`src/rtl/ssq_pkg.sv`:
```
`timescale 1ns / 1ps
// ----------------------------------------------------------------------------
// Step sequencer package
// Request codes, configuration register indexes, reset values and the
// layout of one pattern cell.
// ----------------------------------------------------------------------------
package ssq_pkg;

  localparam int unsigned SpsW    = 24;
  localparam int unsigned SwingW  = 8;
  localparam int unsigned LenW    = 7;
  localparam int unsigned GainW   = 10;
  localparam int unsigned CountW  = 14;
  localparam int unsigned CellW   = 6;
  localparam int unsigned NoteW   = 7;
  localparam int unsigned LevelW  = 8;
  localparam int unsigned CfgIdxW = 3;
  localparam int unsigned CfgW    = 24;
  localparam int unsigned ThrW    = 25;
  localparam int unsigned SwOffW  = 23;

  localparam logic [SpsW-1:0]   SpsReset   = 24'd5512;
  localparam logic [SwingW-1:0] SwingReset = 8'd0;
  localparam logic [LenW-1:0]   LenReset   = 7'd16;
  localparam logic              LoopReset  = 1'b1;
  localparam logic [GainW-1:0]  GainReset  = 10'd256;
  localparam logic [GainW-1:0]  GainMax    = 10'd512;

  typedef enum logic [2:0] {
    REQ_TICK   = 3'd0,
    REQ_START  = 3'd1,
    REQ_STOP   = 3'd2,
    REQ_RECORD = 3'd3,
    REQ_CELL   = 3'd4
  } req_type_e;

  typedef enum logic [CfgIdxW-1:0] {
    CFG_SPS   = 3'd0,
    CFG_SWING = 3'd1,
    CFG_LEN   = 3'd2,
    CFG_LOOP  = 3'd3,
    CFG_GAIN  = 3'd4
  } cfg_idx_e;

  typedef struct packed {
    logic             active;
    logic [NoteW-1:0] pitch;
    logic [NoteW-1:0] velocity;
  } cell_t;

endpackage

```
`src/rtl/ssq_ram.sv`:
```
`timescale 1ns / 1ps
// ----------------------------------------------------------------------------
// Generic single-port-write RAM
// One write port and one read port with registered read data that holds
// while the read enable is low.
// ----------------------------------------------------------------------------
module ssq_ram #(
  parameter int unsigned WIDTH = 15,
  parameter int unsigned DEPTH = 64
) (
  input  logic                     clk_i,
  input  logic                     we_i,
  input  logic [$clog2(DEPTH)-1:0] waddr_i,
  input  logic [WIDTH-1:0]         wdata_i,
  input  logic                     re_i,
  input  logic [$clog2(DEPTH)-1:0] raddr_i,
  output logic [WIDTH-1:0]         rdata_o
);

  logic [WIDTH-1:0] mem_q [DEPTH];
  logic [WIDTH-1:0] rdata_q;

  always_ff @(posedge clk_i) begin
    if (we_i) begin
      mem_q[waddr_i] <= wdata_i;
    end
    if (re_i) begin
      rdata_q <= mem_q[raddr_i];
    end
  end

  assign rdata_o = rdata_q;

endmodule

```
`src/rtl/swing_step_sequencer.sv`:
```
`timescale 1ns / 1ps
// ----------------------------------------------------------------------------
// Swing step sequencer
// Transport for a step pattern: ticks advance a sample position through
// steps with swing on odd steps, active steps fire notes.
// ----------------------------------------------------------------------------
// Usage: items enter on the in_* valid/ready channel and every item gives
// exactly one result item on the out_* valid/ready channel, in order.
// Configuration registers are written through cfg_we_i / cfg_idx_i /
// cfg_wdata_i with no handshake; they should only change while the block
// is idle.
// An accepted item sits in the input register, the execute stage then
// updates the transport state and reads the pattern memory into the note
// stage, and the output register then takes the scaled velocity and status.
// One item is accepted every cycle unless the receiver stalls or the sweep
// after reset is running; the throughput is set by the execute stage.
// After reset the pattern memory is swept to zero, one entry per cycle, so
// in_ready_o stays low until every entry is cleared; configuration writes
// are taken during that sweep. When the receiver stalls, results fill the
// output, note and input registers and then in_ready_o drops; nothing is
// lost.
// ----------------------------------------------------------------------------
module swing_step_sequencer
  import ssq_pkg::*;
#(
  parameter int unsigned STEP_DEPTH     = 64,
  parameter int unsigned POSITION_WIDTH = 32
) (
  input  logic               clk_i,
  input  logic               rst_ni,
  // configuration
  input  logic               cfg_we_i,
  input  logic [CfgIdxW-1:0] cfg_idx_i,
  input  logic [CfgW-1:0]    cfg_wdata_i,
  // input items
  input  logic               in_valid_i,
  output logic               in_ready_o,
  input  logic [2:0]         req_type_i,
  input  logic [CountW-1:0]  sample_count_i,
  input  logic [CellW-1:0]   cell_index_i,
  input  logic [NoteW-1:0]   pitch_i,
  input  logic [NoteW-1:0]   velocity_i,
  input  logic               cell_active_i,
  // result items
  output logic               out_valid_o,
  input  logic               out_ready_i,
  output logic               note_start_o,
  output logic [NoteW-1:0]   note_pitch_o,
  output logic [LevelW-1:0]  note_level_o,
  output logic               release_all_o,
  output logic [CellW-1:0]   step_now_o,
  output logic               step_valid_o,
  output logic               is_playing_o,
  output logic               reached_end_o
);

  // Address width of the pattern memory and a compare width that holds
  // both the step count plus one and the seven-bit pattern length.
  localparam int unsigned AW = $clog2(STEP_DEPTH);
  localparam int unsigned CW = (AW + 1 > 8) ? AW + 1 : 8;
  localparam int unsigned PW = POSITION_WIDTH;
  localparam int unsigned EW = (PW > ThrW) ? PW : ThrW;

  // --------------------------------------------------------------------------
  // Configuration registers
  // --------------------------------------------------------------------------
  logic [SpsW-1:0]   sps_q;
  logic [SwingW-1:0] swing_q;
  logic [LenW-1:0]   len_q;
  logic              loop_q;
  logic [GainW-1:0]  gain_q;

  always_ff @(posedge clk_i or negedge rst_ni) begin
    if (!rst_ni) begin
      sps_q   <= SpsReset;
      swing_q <= SwingReset;
      len_q   <= LenReset;
      loop_q  <= LoopReset;
      gain_q  <= GainReset;
    end else if (cfg_we_i) begin
      unique case (cfg_idx_e'(cfg_idx_i))
        CFG_SPS:   sps_q   <= cfg_wdata_i[SpsW-1:0];
        CFG_SWING: swing_q <= cfg_wdata_i[SwingW-1:0];
        CFG_LEN:   len_q   <= cfg_wdata_i[LenW-1:0];
        CFG_LOOP:  loop_q  <= cfg_wdata_i[0];
        CFG_GAIN:  gain_q  <= cfg_wdata_i[GainW-1:0];
        default: ;
      endcase
    end
  end

  // A zero step length counts as one sample.
  logic [SpsW-1:0] sps_eff;
  assign sps_eff = (sps_q == '0) ? SpsW'(1) : sps_q;

  // The swing offset depends on configuration only, so it is computed into a
  // register of its own and is settled before the next item executes.
  logic [31:0]       swing_prod;
  logic [SwOffW-1:0] swing_off_q;
  assign swing_prod = 32'(swing_q) * 32'(sps_eff);

  always_ff @(posedge clk_i or negedge rst_ni) begin
    if (!rst_ni) begin
      swing_off_q <= '0;
    end else begin
      swing_off_q <= swing_prod[31:9];
    end
  end

  // The pattern length is clamped to 1 .. STEP_DEPTH.
  logic [CW-1:0] len_ext;
  logic [CW-1:0] eff_len;
  assign len_ext = CW'(len_q);
  always_comb begin
    eff_len = len_ext;
    if (len_ext == '0) begin
      eff_len = CW'(1);
    end else if (len_ext > CW'(STEP_DEPTH)) begin
      eff_len = CW'(STEP_DEPTH);
    end
  end

  // The velocity gain saturates at two.
  logic [GainW-1:0] gain_eff;
  assign gain_eff = (gain_q > GainMax) ? GainMax : gain_q;

  // --------------------------------------------------------------------------
  // Pipeline control: input register, execute stage, output register.
  // Each stage loads when it is empty or when its contents move on.
  // --------------------------------------------------------------------------
  logic clr_busy_q;
  logic v1_q, v2_q, v3_q;
  logic accept, exec, load3;

  assign load3      = v2_q && (!v3_q || out_ready_i);
  assign exec       = v1_q && (!v2_q || load3);
  assign in_ready_o = !clr_busy_q && (!v1_q || exec);
  assign accept     = in_valid_i && in_ready_o;

  always_ff @(posedge clk_i or negedge rst_ni) begin
    if (!rst_ni) begin
      v1_q <= 1'b0;
      v2_q <= 1'b0;
      v3_q <= 1'b0;
    end else begin
      if (accept) begin
        v1_q <= 1'b1;
      end else if (exec) begin
        v1_q <= 1'b0;
      end
      if (exec) begin
        v2_q <= 1'b1;
      end else if (load3) begin
        v2_q <= 1'b0;
      end
      if (load3) begin
        v3_q <= 1'b1;
      end else if (out_ready_i) begin
        v3_q <= 1'b0;
      end
    end
  end

  // --------------------------------------------------------------------------
  // Input register
  // --------------------------------------------------------------------------
  req_type_e         in_req_q;
  logic [CountW-1:0] in_count_q;
  logic [CellW-1:0]  in_cell_q;
  logic [NoteW-1:0]  in_pitch_q;
  logic [NoteW-1:0]  in_vel_q;
  logic              in_act_q;

  always_ff @(posedge clk_i) begin
    if (accept) begin
      in_req_q   <= req_type_e'(req_type_i);
      in_count_q <= sample_count_i;
      in_cell_q  <= cell_index_i;
      in_pitch_q <= pitch_i;
      in_vel_q   <= velocity_i;
      in_act_q   <= cell_active_i;
    end
  end

  // --------------------------------------------------------------------------
  // Transport state and execute stage
  // --------------------------------------------------------------------------
  logic          running_q, running_d;
  logic          have_q, have_d;
  logic [AW-1:0] step_q, step_d;
  logic [PW-1:0] pos_q, pos_d;

  logic [PW:0]     pos_sum;
  logic [PW-1:0]   pos_sat;
  logic [ThrW-1:0] thr;
  logic            thr_hit;
  logic [PW-1:0]   pos_left;
  logic [CW-1:0]   next_step;
  logic            past_end;
  logic [CW-1:0]   cell_ext;

  logic          fire;
  logic          rel;
  logic          at_end;
  logic          ex_we;
  logic [AW-1:0] ex_waddr;
  cell_t         ex_wdata;

  assign pos_sum  = (PW + 1)'(pos_q) + (PW + 1)'(in_count_q);
  assign pos_sat  = pos_sum[PW] ? {PW{1'b1}} : pos_sum[PW-1:0];
  // Odd steps are lengthened by the swing offset, but not before the first
  // step has been entered.
  assign thr      = ThrW'(sps_eff)
                  + ((have_q && step_q[0]) ? ThrW'(swing_off_q) : ThrW'(0));
  assign thr_hit  = EW'(pos_sat) >= EW'(thr);
  assign pos_left = pos_sat - PW'(thr);
  assign next_step = have_q ? (CW'(step_q) + CW'(1)) : '0;
  assign past_end = next_step >= eff_len;
  assign cell_ext = CW'(in_cell_q);

  always_comb begin
    running_d = running_q;
    have_d    = have_q;
    step_d    = step_q;
    pos_d     = pos_q;
    fire      = 1'b0;
    rel       = 1'b0;
    at_end    = 1'b0;
    ex_we     = 1'b0;
    ex_waddr  = step_q;
    ex_wdata  = '{active: 1'b1, pitch: in_pitch_q, velocity: in_vel_q};
    unique case (in_req_q)
      REQ_TICK: begin
        if (running_q) begin
          pos_d = pos_sat;
          if (thr_hit) begin
            if (past_end && !loop_q) begin
              // End of the pattern with looping off: playback stops.
              running_d = 1'b0;
              have_d    = 1'b0;
              step_d    = '0;
              pos_d     = '0;
              rel       = 1'b1;
              at_end    = 1'b1;
            end else begin
              fire   = 1'b1;
              have_d = 1'b1;
              if (past_end) begin
                step_d = '0;
                pos_d  = '0;
              end else begin
                step_d = next_step[AW-1:0];
                pos_d  = pos_left;
              end
            end
          end
        end
      end
      REQ_START: begin
        if (!running_q) begin
          running_d = 1'b1;
          have_d    = 1'b0;
          step_d    = '0;
          pos_d     = '0;
        end
      end
      REQ_STOP: begin
        if (running_q) begin
          running_d = 1'b0;
          have_d    = 1'b0;
          step_d    = '0;
          pos_d     = '0;
          rel       = 1'b1;
        end
      end
      REQ_RECORD: begin
        ex_we = running_q && have_q && (CW'(step_q) < eff_len);
      end
      REQ_CELL: begin
        ex_we    = cell_ext < CW'(STEP_DEPTH);
        ex_waddr = cell_ext[AW-1:0];
        ex_wdata = '{active: in_act_q, pitch: in_pitch_q, velocity: in_vel_q};
      end
      default: ;
    endcase
  end

  always_ff @(posedge clk_i or negedge rst_ni) begin
    if (!rst_ni) begin
      running_q <= 1'b0;
      have_q    <= 1'b0;
      step_q    <= '0;
      pos_q     <= '0;
    end else if (exec) begin
      running_q <= running_d;
      have_q    <= have_d;
      step_q    <= step_d;
      pos_q     <= pos_d;
    end
  end

  // --------------------------------------------------------------------------
  // Pattern memory with a zeroing sweep after reset
  // --------------------------------------------------------------------------
  logic [AW-1:0] clr_cnt_q;
  logic          clr_last;
  logic          ram_we;
  logic [AW-1:0] ram_waddr;
  cell_t         ram_wdata;
  cell_t         ram_rdata;

  assign clr_last = clr_cnt_q == AW'(STEP_DEPTH - 1);

  always_ff @(posedge clk_i or negedge rst_ni) begin
    if (!rst_ni) begin
      clr_busy_q <= 1'b1;
      clr_cnt_q  <= '0;
    end else if (clr_busy_q) begin
      clr_cnt_q <= clr_cnt_q + AW'(1);
      if (clr_last) begin
        clr_busy_q <= 1'b0;
      end
    end
  end

  assign ram_we    = clr_busy_q || (exec && ex_we);
  assign ram_waddr = clr_busy_q ? clr_cnt_q : ex_waddr;
  assign ram_wdata = clr_busy_q ? cell_t'('0) : ex_wdata;

  // An item whose read data is used never writes, and a write lands before
  // any later item reads, so no bypass is needed.
  ssq_ram #(
    .WIDTH ($bits(cell_t)),
    .DEPTH (STEP_DEPTH)
  ) u_pattern (
    .clk_i   (clk_i),
    .we_i    (ram_we),
    .waddr_i (ram_waddr),
    .wdata_i (ram_wdata),
    .re_i    (exec),
    .raddr_i (step_d),
    .rdata_o (ram_rdata)
  );

  // --------------------------------------------------------------------------
  // Note stage register: transport status of the executed item
  // --------------------------------------------------------------------------
  logic             fire_q;
  logic             rel_q;
  logic             end_q;
  logic [CellW-1:0] step_now_q;
  logic             step_valid_q;
  logic             playing_q;
  logic [CW-1:0]    step_ext;

  assign step_ext = CW'(step_d);

  always_ff @(posedge clk_i) begin
    if (exec) begin
      fire_q       <= fire;
      rel_q        <= rel;
      end_q        <= at_end;
      step_now_q   <= have_d ? step_ext[CellW-1:0] : '0;
      step_valid_q <= have_d;
      playing_q    <= running_d;
    end
  end

  // --------------------------------------------------------------------------
  // Output register: note level from the stored velocity
  // --------------------------------------------------------------------------
  logic        note_on;
  logic [16:0] level_prod;

  assign note_on    = fire_q && ram_rdata.active;
  assign level_prod = 17'(ram_rdata.velocity) * 17'(gain_eff);

  always_ff @(posedge clk_i) begin
    if (load3) begin
      note_start_o  <= note_on;
      note_pitch_o  <= note_on ? ram_rdata.pitch : '0;
      note_level_o  <= note_on ? level_prod[15:8] : '0;
      release_all_o <= rel_q || note_on;
      step_now_o    <= step_now_q;
      step_valid_o  <= step_valid_q;
      is_playing_o  <= playing_q;
      reached_end_o <= end_q;
    end
  end

  assign out_valid_o = v3_q;

  // --------------------------------------------------------------------------
  // Assertions
  // --------------------------------------------------------------------------
  a_no_accept_in_sweep : assert property (@(posedge clk_i) disable iff (!rst_ni)
    clr_busy_q |-> !in_ready_o)
    else $error("item accepted during the pattern memory sweep");

  a_end_stops : assert property (@(posedge clk_i) disable iff (!rst_ni)
    (out_valid_o && reached_end_o) |->
      (release_all_o && !is_playing_o && !step_valid_o && !note_start_o))
    else $error("pattern end result is inconsistent");

  a_note_in_step : assert property (@(posedge clk_i) disable iff (!rst_ni)
    (out_valid_o && note_start_o) |-> (release_all_o && step_valid_o && is_playing_o))
    else $error("note fired outside a running step");

  a_quiet_when_no_note : assert property (@(posedge clk_i) disable iff (!rst_ni)
    (out_valid_o && !note_start_o) |-> (note_pitch_o == '0 && note_level_o == '0))
    else $error("note fields set without a note");

endmodule

```
`config.mk`:
```
export PLATFORM = sky130hd
export DESIGN_NAME = swing_step_sequencer
export DESIGN_NICKNAME = d
export VERILOG_FILES = /design/src/rtl/ssq_pkg.sv /design/src/rtl/ssq_ram.sv /design/src/rtl/swing_step_sequencer.sv
export SDC_FILE = /design/constraint.sdc
export NUM_CORES = 2
export LEC_CHECK = 0
export BUFFER_PORTS_ARGS = -buffer_cell sky130_fd_sc_hd__buf_2
export CORE_ASPECT_RATIO = 0.75
export CORE_MARGIN = 3
export CORE_UTILIZATION = 30
export DETAILED_ROUTE_END_ITERATION = 10
export GPL_TIMING_DRIVEN = 0
export SLEW_MARGIN = 30
export SYNTH_ARGS = -nofsm -noshare
export SYNTH_HDL_FRONTEND = slang
export SYNTH_SLANG_ARGS = --single-unit
```
`constraint.sdc`:
```
create_clock -name clk_i -period 8.7 [get_ports clk_i]
set_input_delay 1.74 -clock clk_i [delete_from_list [all_inputs] [get_ports clk_i]]
set_output_delay 1.74 -clock clk_i [all_outputs]
set_load 0.02 [all_outputs]
```
==> reports/results.ini <==
[global_route]
first_global_vias=36520
antenna_found_initial=6
grt_pass1_wl_mm=248.6
grt_start_max_net_pins=70
grt_overflow=0
grt.total_usage_pct=17.14

[logic_synthesis]
synth_ff_type=edfxtp_1
async_flop_share_pct=10.49
yosysWarnings=0
synth_area_per_cell_um2=13.07
synth_edf_count=1050
synth_common_cells=edfxtp_1 (1050), nand2_1 (646), nor2_1 (305)
synthTopCellsByArea=edfxtp_1 (56%), fa_1 (6.0%), dfrtp_1 (5.0%)
yosysTopAreaCell=edfxtp_1
syn_inst=4333
syn_area_um2=56630
ys_types=84
synth_top_area_share_pct=55.67
synth.most_common_cell=edfxtp_1
synth_seq_area_share_pct=61.13
synth-seq-cells=1173
syn_nets=4729

[critical_path]
critPathKind=reg2reg
crit_start=step_q[0]
worst_setup_path_end_kind=flop
cp_slowest_cell=clkdlybuf4s15_1
arrival_ns=9.06
ff2ff_path_depth=30
slowest_delay_ns=0.71
critPathMaxFanout=10
r2r-start=step_q[0]
crit_path_end=u_pattern.rdata_o[7]
r2r-end=u_pattern.rdata_o[7]
worstPathRequired_ns=9.15
start_kind=flop
rrSetupSlack_ns=0.09

[placement]
gp_congestion=0.9529
dpl.hpwl_mm=123.4
portBuffers=97
dp_cells=7005

[timing]
slew_headroom_pct=33.50
timing.final.crit_share_pct=98.92
tightest_slew_ns=0.9964
drv_slew=0
fin_crit_ns=8.606
finClkSkew_ns=0.06109
fmax_ghz=0.1162
setup_violations=0
hold_viol=0
setup_tns_ns=0

[power]
p_int_w=0.01229
p_sw_w=0.006650
p_clk_share_pct=27.2
p_per_area_nw_per_um2=276.7
comb_power_share_pct=37.5
switching_share_pct=35.12
p_leak_nw=24.44
max-vdd-ir-drop_mv=0.2710
seq_power_share_pct=35.3

[outcome]
status=complete, no violations

[die]
start_util_pct=30.31
die_w_um=507.7
pin_count=98
dieArea_um2=194100
fp.dieH_um=382.3
rows=137
core_um2=186800

[hold_path]
hp-class=reg2reg
min_from=step_now_q[3]
worstHoldPathCells=0

[finish]
drive_gt1_share_pct=19.48
fin_cells=7285
layout.nets=5076
finish.utilization_pct=36.63
area_growth_pct=20.84

[clocking]
clkLatencyLatePin_ns=0.77
clockBufferDepth=3
cts.htree.levels=3
clkTransAtPathRegs_ns=0.06
cts_buffers=117
cts_num_sinks=1173
holdBufCountCts=0
cts_tree=built
cts-root-buf=clkbuf_16

[drt]
drt_wl_total_mm=170.0
drt-wirelength-per-cell_um=23.34
drt-initial-drc-count=4742
firstDrtPassIters=7
ant_nets=0
viasPerCell=5.192
num_vias=37830
drc=0

[flow_run]
maxCapViolCount=0

timing repair:
item / in CTS / in global routing
buffers inserted: 22 / 36
cloned: 0 / 2
endpoints found under the hold margin: 0 / 0
resized for setup: 297 / 142
pin swaps: 47 / 55
endpoints found under the setup margin: 53 / 15
flip-flops by register name, summed over array words and instances, names as in the netlist, 8 cells and up:
signal and count:
u_pattern.mem_q 960, pos_q 32, sps_q 24, swing_off_q 23, u_pattern.rdata_o 15, in_count_q 14
gain_q 10, note_level_o 8, swing_q 8
metal layers:
metal	GRT usage, %	vias to the layer above	share of wire [%]
met5	0	-	0.0076
met4	5.154	2	3.0
met3	3.689	244	9.9
met2	24.69	1836	43
met1	25.65	19220	44
li1	-	16530	-
cells by family after synthesis:
| group | share of synthesized area (%) |
|---|---|
| buffers and inverters | 3.029 |
| adders and majority gates | 9.504 |
| DFF | 61.13 |
| xor gates and xnor gates | 1.531 |
| and+or+nand+nor | 11.11 |
| AOI/OAI and AO/OA | 7.679 |
| muxes | 6.022 |
power by group through the flow:
stage / logic [W] / registers (W) / clock network (W)
floorplan: 0.00502 / 0.00673 / 0
global placement: 0.00664 / 0.00680 / 0
detailed placement: 0.00684 / 0.00678 / 0
CTS: 0.00701 / 0.00667 / 0.00523
global route: 0.00800 / 0.00670 / 0.00546
finish: 0.00710 / 0.00668 / 0.00516
area by class of cell:
type | count | area, um2
Buffer | 234 | 1565
Multi-Input combinational cell | 2745 | 22180
Fill cell | 17640 | 118400
Sequential cell | 1173 | 34620
Antenna cell | 3 | 7.507
Clock inverter | 70 | 773.2
Inverter | 179 | 671.9
Timing Repair Buffer | 230 | 2374
Clock buffer | 149 | 3119
Tap cell | 2502 | 3131
worst min path at each step:
stage,to,slack [ns]
floorplan,is_playing_o,0.40
global placement,step_valid_o,0.41
detailed placement,step_valid_o,0.41
CTS,step_valid_o,0.42
global route,step_valid_o,0.42
finish,step_now_o[3],0.42
placed cells by master, fill, tap and decap left out, drive strengths merged, types with 18 or more instances in the layout:
master,count
a211o,19
a21o,41
a21oi,225
a32oi,32
and2,113
and3,44
buf,315
clkbuf,296
clkinv,46
dfrtp,114
edfxtp,1050
fa,171
ha,155
inv,183
mux2,50
mux2i,109
mux4,78
nand2,646
nand3,104
nor2,305
nor2b,45
nor3,31
nor4,49
o21a,18
o21ai,145
o22ai,57
xnor2,54
xor2,45
stage by stage:
step                      hold slack (ns)  total power [W]  area (um2)  worst slack (ns)
final                              0.4185          0.01894       68440           0.09413
after global routing               0.4241          0.02015       68430           -0.1001
after global placement             0.4061          0.01344       60250            -3.081
after detailed placement           0.4062          0.01362       61990            -2.668
after floorplan                    0.4003          0.01175       56630            0.8900
after CTS                          0.4208          0.01891       67440           0.03635
critical path: cells and delay by family (launching register included):
| kind | cells | cell delay, ns |
|---|---|---|
| XOR/XNOR | 1 | 0.23 |
| buffers and inverters | 4 | 1.23 |
| AND/OR/NAND/NOR | 2 | 0.43 |
| flip-flops | 1 | 0.39 |
| AO/OA/AOI/OAI | 20 | 5.22 |
| adder cells (fa/ha/maj) | 3 | 0.80 |
(Power assumes the default switching activity.)
